### src/hw/rtl/mcl_pkg.sv
// Shared types, constants and tables for the month calendar layout block.
// Used by mcl_emit and month_calendar_layout_core; no dependencies.
package mcl_pkg;

  // Input beat: one month of one year
  typedef struct packed {
    logic [3:0]  month;
    logic [13:0] year;
  } mcl_in_t;

  // Result beat: one calendar cell
  typedef struct packed {
    logic [4:0] day_number;
    logic [2:0] week_row;
    logic [2:0] weekday_column;
    logic       last_of_month;
    logic       bad_date;
  } mcl_out_t;

  // Command from the sequencer to the cell emitter
  typedef struct packed {
    logic       go;     // start walking the days of a month
    logic       err;    // send the single bad-date beat
    logic [4:0] shown;  // number of cells in the month
    logic [2:0] col;    // weekday of the first cell
  } mcl_emit_cmd_t;

  typedef enum logic [2:0] {
    S_IDLE,
    S_SETUP,
    S_DIVB,
    S_CNT,
    S_MOD,
    S_COL,
    S_COLMOD,
    S_EMIT
  } mcl_state_t;

  // Reciprocal multipliers for the shared unit (valid for operands below 2^14)
  localparam logic [14:0] K_DIV100  = 15'd10486;  // x/100 = (x*K) >> 20
  localparam int          SH_DIV100 = 20;
  localparam logic [14:0] K_DIV7    = 15'd18725;  // x/7   = (x*K) >> 17
  localparam int          SH_DIV7   = 17;

  localparam logic [13:0] YEAR_CENT_BASE  = 14'd1701;
  localparam logic [13:0] YEAR_QUAD_BASE  = 14'd1601;
  localparam logic [13:0] YEAR_GREG_RULE  = 14'd1800;
  localparam logic [13:0] YEAR_CHANGE     = 14'd1752;
  localparam logic [13:0] YEAR_MAX        = 14'd9999;
  localparam logic [4:0]  SHORT_SEPT_DAYS = 5'd19;
  localparam logic [4:0]  COMMON_FEB_DAYS = 5'd28;
  localparam logic [4:0]  SKIPPED_DAYS    = 5'd11;
  localparam logic [3:0]  MONTH_FEB       = 4'd2;
  localparam logic [3:0]  MONTH_SEP       = 4'd9;

  // Month lengths with a 29-day February
  function automatic logic [4:0] base_month_days(input logic [3:0] m);
    logic [4:0] d;
    case (m)
      4'd1, 4'd3, 4'd5, 4'd7, 4'd8, 4'd10, 4'd12: d = 5'd31;
      4'd2:                                       d = 5'd29;
      4'd4, 4'd6, 4'd9, 4'd11:                    d = 5'd30;
      default:                                    d = 5'd0;
    endcase
    return d;
  endfunction

  // Days before the first of month m, with a 29-day February
  function automatic logic [8:0] base_days_before(input logic [3:0] m);
    logic [8:0] d;
    case (m)
      4'd2:    d = 9'd31;
      4'd3:    d = 9'd60;
      4'd4:    d = 9'd91;
      4'd5:    d = 9'd121;
      4'd6:    d = 9'd152;
      4'd7:    d = 9'd182;
      4'd8:    d = 9'd213;
      4'd9:    d = 9'd244;
      4'd10:   d = 9'd274;
      4'd11:   d = 9'd305;
      4'd12:   d = 9'd335;
      default: d = 9'd0;
    endcase
    return d;
  endfunction

endpackage

### src/hw/rtl/month_calendar_layout_core.sv
// Top level of the month calendar layout block: sequencer around mcl_mul and mcl_emit.
// Depends on mcl_pkg, mcl_mul and mcl_emit.
//
// A month/year beat is taken when start is high and busy is low. A valid date
// then keeps busy high during the weekday arithmetic, all of it through
// one shared reciprocal multiplier (three products per January 1 for two years,
// the last one issued again in S_MOD, then one for the first weekday of the
// month), followed by one result beat per shown day (19 to 31). Results appear
// on out_data for exactly one cycle each, flagged by out_valid; the receiver
// cannot stall them and must take every beat. A bad month or year yields a
// single error beat in the next cycle and busy never rises.
module month_calendar_layout_core (
  input  logic              clk,
  input  logic              rst_n,
  input  logic              start,
  output logic              busy,
  input  mcl_pkg::mcl_in_t  in_data,
  output logic              out_valid,
  output mcl_pkg::mcl_out_t out_data
);
  import mcl_pkg::*;

  mcl_state_t    state_r, state_nxt;
  logic [3:0]    month_r, month_nxt;
  logic [13:0]   yr_r, yr_nxt;
  logic          pass_r, pass_nxt;
  logic [7:0]    qa_r, qa_nxt;
  logic [13:0]   opnd_r, opnd_nxt;
  logic [2:0]    first_r, first_nxt;
  logic [4:0]    shown_r, shown_nxt;
  logic [13:0]   mul_x;
  logic [14:0]   mul_k;
  logic [28:0]   mul_p;
  logic [7:0]    q100;
  logic [10:0]   q7;
  logic [13:0]   times7;
  logic [13:0]   rem_full;
  logic [2:0]    rem7;
  logic [14:0]   cnt;
  logic          greg_late;
  logic [2:0]    wk_diff;
  logic          feb_short;
  logic          sept_short;
  logic [8:0]    days_before;
  logic [8:0]    col_sum;
  logic          bad;
  logic          emit_active;
  mcl_emit_cmd_t cmd;

  mcl_mul u_mul (
    .clk (clk),
    .x   (mul_x),
    .k   (mul_k),
    .p_r (mul_p)
  );

  mcl_emit u_emit (
    .clk         (clk),
    .rst_n       (rst_n),
    .cmd         (cmd),
    .active_r    (emit_active),
    .out_valid_r (out_valid),
    .out_data_r  (out_data)
  );

  assign busy = (state_r != S_IDLE);

  // Quotients and remainder taken from the shared product
  always_comb begin
    q100     = mul_p[SH_DIV100+7:SH_DIV100];
    q7       = mul_p[SH_DIV7+10:SH_DIV7];
    times7   = {q7, 3'b000} - {3'b000, q7};
    rem_full = opnd_r - times7;
    rem7     = rem_full[2:0];
  end

  // Weekday count of January 1 before reduction modulo 7
  always_comb begin
    greg_late = yr_r > YEAR_GREG_RULE;
    cnt = 15'd4 + {1'b0, yr_r} + ({1'b0, yr_r} + 15'd3) / 15'd4;
    if (greg_late) begin
      cnt = cnt - {7'd0, qa_r} + {9'd0, q100[7:2]};
    end
    if (yr_r > YEAR_CHANGE) begin
      cnt = cnt + 15'd3;
    end
  end

  // Year kind from the weekday step to the next January 1
  always_comb begin
    wk_diff    = (rem7 >= first_r) ? (rem7 - first_r) : (rem7 + 3'd7 - first_r);
    feb_short  = 1'b0;
    sept_short = 1'b0;
    case (wk_diff)
      3'd1:    feb_short  = 1'b1;
      3'd2:    ;
      default: sept_short = 1'b1;
    endcase
    days_before = base_days_before(month_r);
    if (feb_short && month_r > MONTH_FEB) begin
      days_before = days_before - 9'd1;
    end
    if (sept_short && month_r > MONTH_SEP) begin
      days_before = days_before - 9'(SKIPPED_DAYS);
    end
    col_sum = days_before + {6'd0, first_r};
  end

  assign bad = (in_data.month < 4'd1) || (in_data.month > 4'd12) ||
               (in_data.year < 14'd1) || (in_data.year > YEAR_MAX);

  // Sequence the shared multiplier and hand the month to the emitter
  always_comb begin
    state_nxt = state_r;
    month_nxt = month_r;
    yr_nxt    = yr_r;
    pass_nxt  = pass_r;
    qa_nxt    = qa_r;
    opnd_nxt  = opnd_r;
    first_nxt = first_r;
    shown_nxt = shown_r;
    mul_x     = 14'd0;
    mul_k     = K_DIV100;
    cmd       = '{go: 1'b0, err: 1'b0, shown: shown_r, col: rem7};
    unique case (state_r)
      S_IDLE: begin
        if (start) begin
          if (bad) begin
            cmd.err = 1'b1;
          end else begin
            month_nxt = in_data.month;
            yr_nxt    = in_data.year;
            pass_nxt  = 1'b0;
            state_nxt = S_SETUP;
          end
        end
      end
      S_SETUP: begin
        mul_x     = yr_r - YEAR_CENT_BASE;
        mul_k     = K_DIV100;
        state_nxt = S_DIVB;
      end
      S_DIVB: begin
        qa_nxt    = q100;
        mul_x     = yr_r - YEAR_QUAD_BASE;
        mul_k     = K_DIV100;
        state_nxt = S_CNT;
      end
      S_CNT: begin
        opnd_nxt  = cnt[13:0];
        mul_x     = cnt[13:0];
        mul_k     = K_DIV7;
        state_nxt = S_MOD;
      end
      S_MOD: begin
        // Hold the modulo-7 product so the weekday survives into S_COL
        mul_x = opnd_r;
        mul_k = K_DIV7;
        if (!pass_r) begin
          first_nxt = rem7;
          yr_nxt    = yr_r + 14'd1;
          pass_nxt  = 1'b1;
          state_nxt = S_SETUP;
        end else begin
          state_nxt = S_COL;
        end
      end
      S_COL: begin
        // rem7 still holds the weekday of the next January 1 here
        shown_nxt = base_month_days(month_r);
        if (feb_short && month_r == MONTH_FEB) begin
          shown_nxt = COMMON_FEB_DAYS;
        end
        if (sept_short && month_r == MONTH_SEP) begin
          shown_nxt = SHORT_SEPT_DAYS;
        end
        opnd_nxt  = {5'd0, col_sum};
        mul_x     = {5'd0, col_sum};
        mul_k     = K_DIV7;
        state_nxt = S_COLMOD;
      end
      S_COLMOD: begin
        cmd.go    = 1'b1;
        state_nxt = S_EMIT;
      end
      S_EMIT: begin
        if (!emit_active) begin
          state_nxt = S_IDLE;
        end
      end
      default: state_nxt = S_IDLE;
    endcase
  end

  always_ff @(posedge clk) begin
    if (!rst_n) begin
      state_r <= S_IDLE;
    end else begin
      state_r <= state_nxt;
    end
  end

  always_ff @(posedge clk) begin
    month_r <= month_nxt;
    yr_r    <= yr_nxt;
    pass_r  <= pass_nxt;
    qa_r    <= qa_nxt;
    opnd_r  <= opnd_nxt;
    first_r <= first_nxt;
    shown_r <= shown_nxt;
  end

endmodule

### src/hw/rtl/mcl_mul.sv
// Shared multiplier of the layout sequencer: operand times reciprocal constant.
// Depends on nothing but its ports; product is registered.
module mcl_mul (
  input  logic        clk,
  input  logic [13:0] x,
  input  logic [14:0] k,
  output logic [28:0] p_r
);

  logic [28:0] p_nxt;

  // Multiply the issued operand by the selected reciprocal
  always_comb begin
    p_nxt = {15'd0, x} * {14'd0, k};
  end

  // Hold the product for the next sequencer step
  always_ff @(posedge clk) begin
    p_r <= p_nxt;
  end

endmodule

### src/hw/rtl/mcl_emit.sv
// Cell emitter: walks the days of one month and drives the result beats.
// Depends on mcl_pkg for the result and command types.
module mcl_emit (
  input  logic                   clk,
  input  logic                   rst_n,
  input  mcl_pkg::mcl_emit_cmd_t cmd,
  output logic                   active_r,
  output logic                   out_valid_r,
  output mcl_pkg::mcl_out_t      out_data_r
);
  import mcl_pkg::*;

  logic       active_nxt;
  logic       out_valid_nxt;
  mcl_out_t   out_data_nxt;
  logic [4:0] idx_r, idx_nxt;
  logic [4:0] shown_r, shown_nxt;
  logic [2:0] col_r, col_nxt;
  logic [2:0] row_r, row_nxt;
  logic [4:0] day;
  logic       last;

  // Day number of the current cell, with the September 1752 gap
  always_comb begin
    day = idx_r + 5'd1;
    if (shown_r == SHORT_SEPT_DAYS && day >= 5'd3) begin
      day = day + SKIPPED_DAYS;
    end
    last = (idx_r + 5'd1) == shown_r;
  end

  // Load a new month, emit one cell per cycle, or send the error beat
  always_comb begin
    active_nxt    = active_r;
    out_valid_nxt = 1'b0;
    out_data_nxt  = out_data_r;
    idx_nxt       = idx_r;
    shown_nxt     = shown_r;
    col_nxt       = col_r;
    row_nxt       = row_r;
    if (cmd.err) begin
      out_valid_nxt = 1'b1;
      out_data_nxt  = '{day_number: 5'd0, week_row: 3'd0, weekday_column: 3'd0,
                        last_of_month: 1'b1, bad_date: 1'b1};
    end else if (cmd.go) begin
      active_nxt = 1'b1;
      idx_nxt    = 5'd0;
      shown_nxt  = cmd.shown;
      col_nxt    = cmd.col;
      row_nxt    = 3'd0;
    end else if (active_r) begin
      out_valid_nxt = 1'b1;
      out_data_nxt  = '{day_number: day, week_row: row_r, weekday_column: col_r,
                        last_of_month: last, bad_date: 1'b0};
      idx_nxt       = idx_r + 5'd1;
      if (col_r == 3'd6) begin
        col_nxt = 3'd0;
        row_nxt = row_r + 3'd1;
      end else begin
        col_nxt = col_r + 3'd1;
      end
      if (last) begin
        active_nxt = 1'b0;
      end
    end
  end

  always_ff @(posedge clk) begin
    if (!rst_n) begin
      active_r    <= 1'b0;
      out_valid_r <= 1'b0;
    end else begin
      active_r    <= active_nxt;
      out_valid_r <= out_valid_nxt;
    end
  end

  always_ff @(posedge clk) begin
    out_data_r <= out_data_nxt;
    idx_r      <= idx_nxt;
    shown_r    <= shown_nxt;
    col_r      <= col_nxt;
    row_r      <= row_nxt;
  end

endmodule
### config.mk
export PLATFORM = sky130hd
export DESIGN_NAME = month_calendar_layout_core
export DESIGN_NICKNAME = d
export VERILOG_FILES = /design/src/hw/rtl/mcl_pkg.sv /design/src/hw/rtl/month_calendar_layout_core.sv /design/src/hw/rtl/mcl_mul.sv /design/src/hw/rtl/mcl_emit.sv
export SDC_FILE = /design/constraint.sdc
export NUM_CORES = 1
export LEC_CHECK = 0
export ABC_AREA = 0
export BUFFER_PORTS_ARGS = -buffer_cell sky130_fd_sc_hd__buf_2
export CORE_ASPECT_RATIO = 0.9
export CORE_UTILIZATION = 60
export DETAILED_ROUTE_END_ITERATION = 12
export PLACE_DENSITY = 0.76
export REMOVE_ABC_BUFFERS = 1
export SLEW_MARGIN = 15
export SYNTH_ARGS = -nofsm -noshare
export SYNTH_HDL_FRONTEND = slang
export SYNTH_SLANG_ARGS = --single-unit
### constraint.sdc
create_clock -name clk -period 11.7 [get_ports clk]
set_clock_uncertainty 0.2 [all_clocks]
set_input_delay 2.34 -clock clk [delete_from_list [all_inputs] [get_ports clk]]
set_output_delay 2.34 -clock clk [all_outputs]
set_load 0.05 [all_outputs]
## Yosys cells after proc, flatten, opt, wreduce, memory -nomap -nowiden

Memory sizes are Yosys's and may differ from the RTL's. A register that Yosys moved wholly into a read port is not among the register bits.
Cells that the tools add are included.

- Reductions and logical operators: 26
- Add/sub/neg operators: 21
- Bitwise gates (word level): 4
- Magnitude comparators: 10
- $mul: 1
- Muxes and demuxes: 42
- Equality and inequality tests: 18

Operators by type and width:

| kind | number |
|---|---|
| two-way mux 14 bit | 5 |
| case mux 14 bit (5 select lines) | 1 |
| case mux 14 bit (2 select lines) | 2 |
| two-way mux 3 bit | 10 |
| > comparator 14 x 11 -> 1 bit, second input constant | 2 |
| multiplier 14 x 15 -> 28 bit | 1 |
| subtractor 14 x 11 -> 14 bit, second input constant | 2 |
| case mux 3 bit (8 select lines) | 1 |
| two-way mux 9 bit | 2 |
| adder 14 x 2 -> 15 bit, second input constant | 1 |
| equality test 3 bit, second input constant | 5 |
| two-way mux 15 bit | 1 |
| adder 14 x 1 -> 14 bit, second input constant | 1 |
| adder 14 x 13 -> 14 bit | 1 |
| adder 14 x 2 -> 14 bit, second input constant | 1 |
| adder 14 x 6 -> 14 bit | 1 |
| adder 3 x 14 -> 14 bit, first input constant | 1 |
| > comparator 14 bit, second input constant | 1 |
| less-than comparator 14 x 1 -> 1 bit, second input constant | 1 |
| two-way mux 1 bit | 14 |
| subtractor 14 x 8 -> 14 bit | 1 |
| two-way mux 4 bit | 3 |
| AND reduction 3 bit | 4 |
| two-way mux 5 bit | 2 |
| other kinds (32) | 58 |

- Bits in read-only memories: 224
- Memories kept: 2
- Input bits: 21
- Flip-flop bits (word level): 111
- Output and inout bits: 15

Memories:

| memory | depth | width | rd ports | clocked after Yosys merged registers in | write ports | line | source |
|---|---|---|---|---|---|---|---|
| (no name shown) | 16 | 9 | 1 | 1 | 0 | mcl_pkg.sv:71 | `case (m)` |
| (no name shown) | 16 | 5 | 1 | 1 | 0 | mcl_pkg.sv:59 | `case (m)` |

## Logic depth before layout (Yosys ltp)

- Word-level depth: 14
- Gate-level depth with buffers: 47
- Gate-level depth less buffers: 47

## Cells and area by module

From an unflattened synthesis, not the netlist that was laid out.

- Cells, all modules: 1828
- Area, all modules: 16174.3 µm²

By module, submodules not included:

| module | area each (µm²) | seq. area each (µm²) | cells an instance | instances |
|---|---|---|---|---|
| mcl_mul | 7747.4 | 580.6 | 866 | 1 |
| month_calendar_layout_core | 6956.7 | 1741.7 | 823 | 1 |
| mcl_emit | 1470.2 | 780.7 | 139 | 1 |

## Least setup slack after synthesis

Ideal clock, no wire load.

- Path type: register to register
- Start point: register yr_r[0]
- End point: register u_mul.p_r[27]
- Buffers on the path: 0
- Arrival: 10.536 ns
- Slack: 0.892 ns
- Required time: 11.428 ns
- Stages on the path, launching flop included: 45
- Period minus slack after synthesis: 10.808 ns
- Cell sequence: edfxtp_1 > inv_1 > ha_1 > nor2_1 > nand2_1 > xor2_1 > ha_1 > inv_1 > ha_1 > a21o_1 > a211o_1 > a21oi_1 > xor2_1 > inv_1 > ha_1 > ha_1 > or3_1 > a211oi_1 > [... 9 more ...] > fa_1 > inv_1 > fa_1 > fa_1 > inv_1 > fa_1 > ha_1 > ha_1 > a21o_1 > a21o_1 > a21oi_1 > o211ai_1 > a21oi_1 > nor2b_1 > o21a_1 > o221a_2 > a21oi_1 > xnor2_1

- Cells in the longest elaborated chain, start to end: 9
- Elaborated cells on any way between the ends: 14

Ends and longest elaborated chain:

| what | line | source |
|---|---|---|
| start: declaration | month_calendar_layout_core.sv:25 | `logic [13:0] yr_r, yr_nxt;` |
| start signal: assignment | month_calendar_layout_core.sv:205 | `yr_r <= yr_nxt;` |
| adder 3 x 14 -> 14 bit or adder 14 x 2 -> 15 bit (tied branches) | month_calendar_layout_core.sv:80 | `cnt = 15'd4 + {1'b0, yr_r} + ({1'b0, yr_r} + 15'd3) / 15'd4;` |
| adder 14 x 13 -> 14 bit | month_calendar_layout_core.sv:80 |  |
| subtractor 14 x 8 -> 14 bit | month_calendar_layout_core.sv:82 | `cnt = cnt - {7'd0, qa_r} + {9'd0, q100[7:2]};` |
| adder 14 x 6 -> 14 bit | month_calendar_layout_core.sv:82 |  |
| two-way mux 14 bit | month_calendar_layout_core.sv:81 | `if (greg_late) begin` |
| adder 14 x 2 -> 14 bit | month_calendar_layout_core.sv:85 | `cnt = cnt + 15'd3;` |
| two-way mux 14 bit | month_calendar_layout_core.sv:84 | `if (yr_r > YEAR_CHANGE) begin` |
| case mux 14 bit (5 select lines) * | month_calendar_layout_core.sv:125 | `unique case (state_r)` |
| multiplier 14 x 15 -> 28 bit * | mcl_mul.sv:14 | `p_nxt = {15'd0, x} * {14'd0, k};` |
| net u_mul.p_nxt[27] | mcl_mul.sv:10 | `logic [28:0] p_nxt;` |
| end signal: assignment | mcl_mul.sv:19 | `p_r <= p_nxt;` |
| end: declaration | mcl_mul.sv:7 | `output logic [28:0] p_r` |

The timed path passes the listed nets; every way through them passes the cells marked *.
A chain may end at the register's enable or synchronous reset.

## Final worst setup path

Ends and elaborated chain as after synthesis.

==> summary by stage <==
Status
The flow ran to the end, and the final reports show no timing, DRC or antenna violations.

Die
Measured along the x axis, the die boundary spans between 150 and 200 µm. The chip height is around 140 µm. The number of top-level design ports is 36. The number of cell rows is 50. For this configuration, the core starts out at a cell density of roughly 61%.

The area enclosed by the die boundary is 21800 µm². The total core area is between 20000 and 25000 µm².

STA
The number of endpoints with negative hold slack in the final report is 0. The max-slew violation count is 0. The headroom to the max-slew limit is around a quarter. The final worst setup slack is roughly 0.43 ns. Setup violations remaining at the end of the flow were counted as 0.

Counting I/O delays and the setup requirement, the final critical path takes about 11 ns. The share of the clock period used by the worst path after layout is between 90% and 100%. Static timing analysis puts the maximum clock frequency at between 0.08 and 0.09 GHz. For the pin with the worst max-slew slack, the measured transition is roughly 1.1 ns.

Route
The met3 layer wire length in the routed design is between 2000 and 2500 µm. The count of nets left with antenna violations once routing finished came out at 0. The top layer reached by signal wires is met4.

The length of routed wiring on met1 is 13200 µm. The first detailed-routing pass took 5 iterations. After detailed routing, the number of remaining DRC violations is 0. The total met2 wirelength after detailed routing is around 13000 µm.

For this block, the initial DRC count from the detailed router was about 740. The sum of routed wire length over all layers is between 20000 and 30000 µm. The count of vias placed by the detailed router is 9945.

The routed length per placed instance is 16.7 µm. Using the TritonRoute via totals, the vias-per-cell ratio works out to 5.72.

Final layout
The area added between synthesis and finish is 7.78%. In the final design database the tool counted around 1800 nets. Cells with a size suffix above 1 make up roughly 8.5% of the layout. Cells fill between 60% and 70% of the core in the end.

The count of antenna diodes in the layout is 0. The final non-filler cell area is 13700 µm².

Logic synthesis
By area, the combinational part of the netlist is dominated by adder cells. The share of cell area taken by muxes after synthesis is 2.27%. The adder and majority cell fraction of the synthesized area is 33.6%.

The fraction of the mapped netlist area in compound gates is about an eighth. In the post-synthesis netlist, the biggest area contributors are sky130_fd_sc_hd__ha_1 17%, sky130_fd_sc_hd__fa_1 16%, sky130_fd_sc_hd__edfxtp_1 15%, sky130_fd_sc_hd__dfxtp_1 6.4%, sky130_fd_sc_hd__inv_1 6.3%. During synthesis, Yosys emitted a total of 0 warnings. The library cell occupying the most area in the post-synthesis netlist is sky130_fd_sc_hd__ha_1. After Yosys synthesis, XOR and XNOR cells account for under 10% of the synthesized area. The distinct cell type count of the synthesized netlist is 77. The main flop type after synthesis is sky130_fd_sc_hd__edfxtp_1.

The fraction of post-synthesis cell area in the top cell type by area is between 15 and 20%. The simple-gate share of the synthesized area is between 10% and 20%. The cell count after synthesis is approximately 1400. The share of async-settable or async-resettable flops after synthesis is 0%. The summed instance area of the synthesized netlist is 12700 µm². The mean area per synthesized cell is ~9.1 µm². The post-synthesis sequential element count is between 100 and 150. The sequential element share of the synthesized area is 21.3%.

In this run, synthesis inferred 63 flip-flops with an integrated enable.

Critical path
The element type at the critical path end is a register. The slowest stage of the critical path is the sky130_fd_sc_hd__fa_1 cell. STA classifies the critical path startpoint as a register. The worst endpoint data arrival time is between 10 and 15 ns. The worst setup path is of the register to register kind.

The most repeated library cell on the critical path is sky130_fd_sc_hd__fa_1. The delay of the slowest critical-path stage is approximately 0.55 ns. Along the worst path, the maximum fanout reaches 8.

The required time of the critical path is 11.80 ns.

CTS
The TritonCTS buffer count is 9. The cell chosen for the clock root is sky130_fd_sc_hd__clkbuf_16. The clock network latency to the later pin of the worst-skew pair is about 0.36 ns. The buffer levels on the longest clock path is 2. The hold buffer count at cts is 0. Clock-pin slew was measured on the worst setup and hold paths at ~0.080 ns. The CTS H-tree depth is 3. The TritonCTS clock tree is yes. Counting every sink on the clock net gives around 100.

Global routing
The number of antenna violations at the first check in global routing is 0. Global routing used 28.1% of the available tracks across all layers. Summed over all layers, the global routing overflow is 0. The first global-routing pass estimated slightly below 50000 µm of wire. The largest net degree at the start of global routing is 32.

The via count of the first global-routing pass was between 9000 and 10000.

Place
The post-placement cell area is 13200 µm². The setup slack at placement is around 0.034 ns. Detailed placement finished with a half-perimeter wire length of around 24000 µm. During placement, the flow inserted port buffers numbering 35.

Routability-driven placement finished with a final weighted congestion of 0.931.

Min path
The worst hold path belongs to the class register to register.

Run
The max-capacitance violation count is 0.
==> per-layer routing <==
| layer | up-vias | global-route usage [%] |
|---|---|---|
| met5 | - | 0 |
| met4 | 0 | 6.30 |
| met3 | 35 | 4.86 |
| met2 | 340 | 44.7 |
| met1 | 4736 | 39.9 |
| li1 | 4834 | - |
==> critical path: cells and delay by family (launching register included) <==
kind | cells | cell delay (ns)
flip-flops | 1 | 0.35
AND/OR/NAND/NOR | 10 | 1.95
AO/OA/AOI/OAI | 12 | 2.50
buffers and inverters | 5 | 0.35
XOR/XNOR | 4 | 0.68
adder cells (fa/ha/maj) | 12 | 5.16
==> worst paths after layout <==
check	end	depth (start not counted)	from	slack (ns)
worst max register to register	u_mul.p_r[27]	43	yr_r[0]	0.43
worst min-delay path	qa_r[1]	0	u_mul.p_r[21]	0.20
worst min register to register	qa_r[1]	0	u_mul.p_r[21]	0.20
worst max-delay path	u_mul.p_r[27]	43	yr_r[0]	0.43
==> per-stage QoR <==
| step | hold WS [ns] | setup TNS (ns) | std cells |
|---|---|---|---|
| after floorplan | 0.186 | 0 | 1376 |
| after global placement | 0.189 | 0 | 1709 |
| after detailed placement | 0.189 | 0 | 1709 |
| after CTS | 0.199 | 0 | 1725 |
| after global routing | 0.221 | -0.0912 | 1740 |
| final | 0.197 | 0 | 1740 |
==> repair_timing <==
| action | 4_1_cts | 5_1_grt |
|---|---|---|
| pin swaps | 0 | 10 |
| endpoints found under the setup margin | 1 | 7 |
| resized for setup | 1 | 21 |
| buffers inserted | 0 | 15 |
==> cell families after synthesis <==
kind of cell,Yosys count
xor+xnor,113
fa+ha+maj,281
mux,28
buf+inv,253
simple gates,365
compound gates,255
other cells,2
flops,104
==> placed cells by master (no fill, tap or decap), types with 6 or more instances in the layout <==
master	Yosys	routed
sky130_fd_sc_hd__a211o_1	6	6
sky130_fd_sc_hd__a211oi_1	6	6
sky130_fd_sc_hd__a21o_1	24	24
sky130_fd_sc_hd__a21oi_1	68	65
sky130_fd_sc_hd__a31oi_1	11	11
sky130_fd_sc_hd__and2_1	14	14
sky130_fd_sc_hd__and3_1	7	7
sky130_fd_sc_hd__buf_2	9	35
sky130_fd_sc_hd__buf_4	0	27
sky130_fd_sc_hd__clkbuf_16	0	9
sky130_fd_sc_hd__conb_1	2	15
sky130_fd_sc_hd__dfxtp_1	41	41
sky130_fd_sc_hd__edfxtp_1	63	63
sky130_fd_sc_hd__fa_1	103	103
sky130_fd_sc_hd__ha_1	178	175
sky130_fd_sc_hd__inv_1	214	214
sky130_fd_sc_hd__mux2i_1	24	24
sky130_fd_sc_hd__nand2_1	120	120
sky130_fd_sc_hd__nand2b_1	10	10
sky130_fd_sc_hd__nand3_1	28	28
sky130_fd_sc_hd__nand4_1	10	10
sky130_fd_sc_hd__nor2_1	70	69
sky130_fd_sc_hd__nor2b_1	13	12
sky130_fd_sc_hd__nor3_1	31	31
sky130_fd_sc_hd__nor3b_1	6	6
sky130_fd_sc_hd__nor4_1	8	8
sky130_fd_sc_hd__o211ai_1	13	13
sky130_fd_sc_hd__o21a_1	13	13
sky130_fd_sc_hd__o21ai_0	63	61
sky130_fd_sc_hd__o21ai_1	4	6
sky130_fd_sc_hd__or2_2	12	12
sky130_fd_sc_hd__or3_1	9	9
sky130_fd_sc_hd__xnor2_1	62	62
sky130_fd_sc_hd__xor2_1	51	49
==> synthesized netlist by cell type (all sizes together), types with 10 or more instances <==
| cell type | number |
|---|---|
| inv | 214 |
| ha | 178 |
| nand2 | 120 |
| fa | 103 |
| nor2 | 71 |
| a21oi | 70 |
| o21ai | 68 |
| edfxtp | 63 |
| xnor2 | 62 |
| xor2 | 51 |
| dfxtp | 41 |
| nor3 | 32 |
| nand3 | 29 |
| clkbuf | 26 |
| a21o | 24 |
| mux2i | 24 |
| and2 | 14 |
| o211ai | 14 |
| or2 | 14 |
| nor2b | 13 |
| o21a | 13 |
| buf | 12 |
| a31oi | 11 |
| nand2b | 10 |
| nand4 | 10 |
==> layout make-up <==
type,count,area (µm²)
Tap cell,286,358
Multi-Input combinational cell,1057,9190
Sequential cell,104,2710
Fill cell,1732,7090
Inverter,215,807
Timing Repair Buffer,62,378
Clock inverter,7,70.1
Clock buffer,9,225
Power is left out: the tool's default activity adds up to more than one toggle a clock period on the data nets, which glitch-free logic cannot reach.
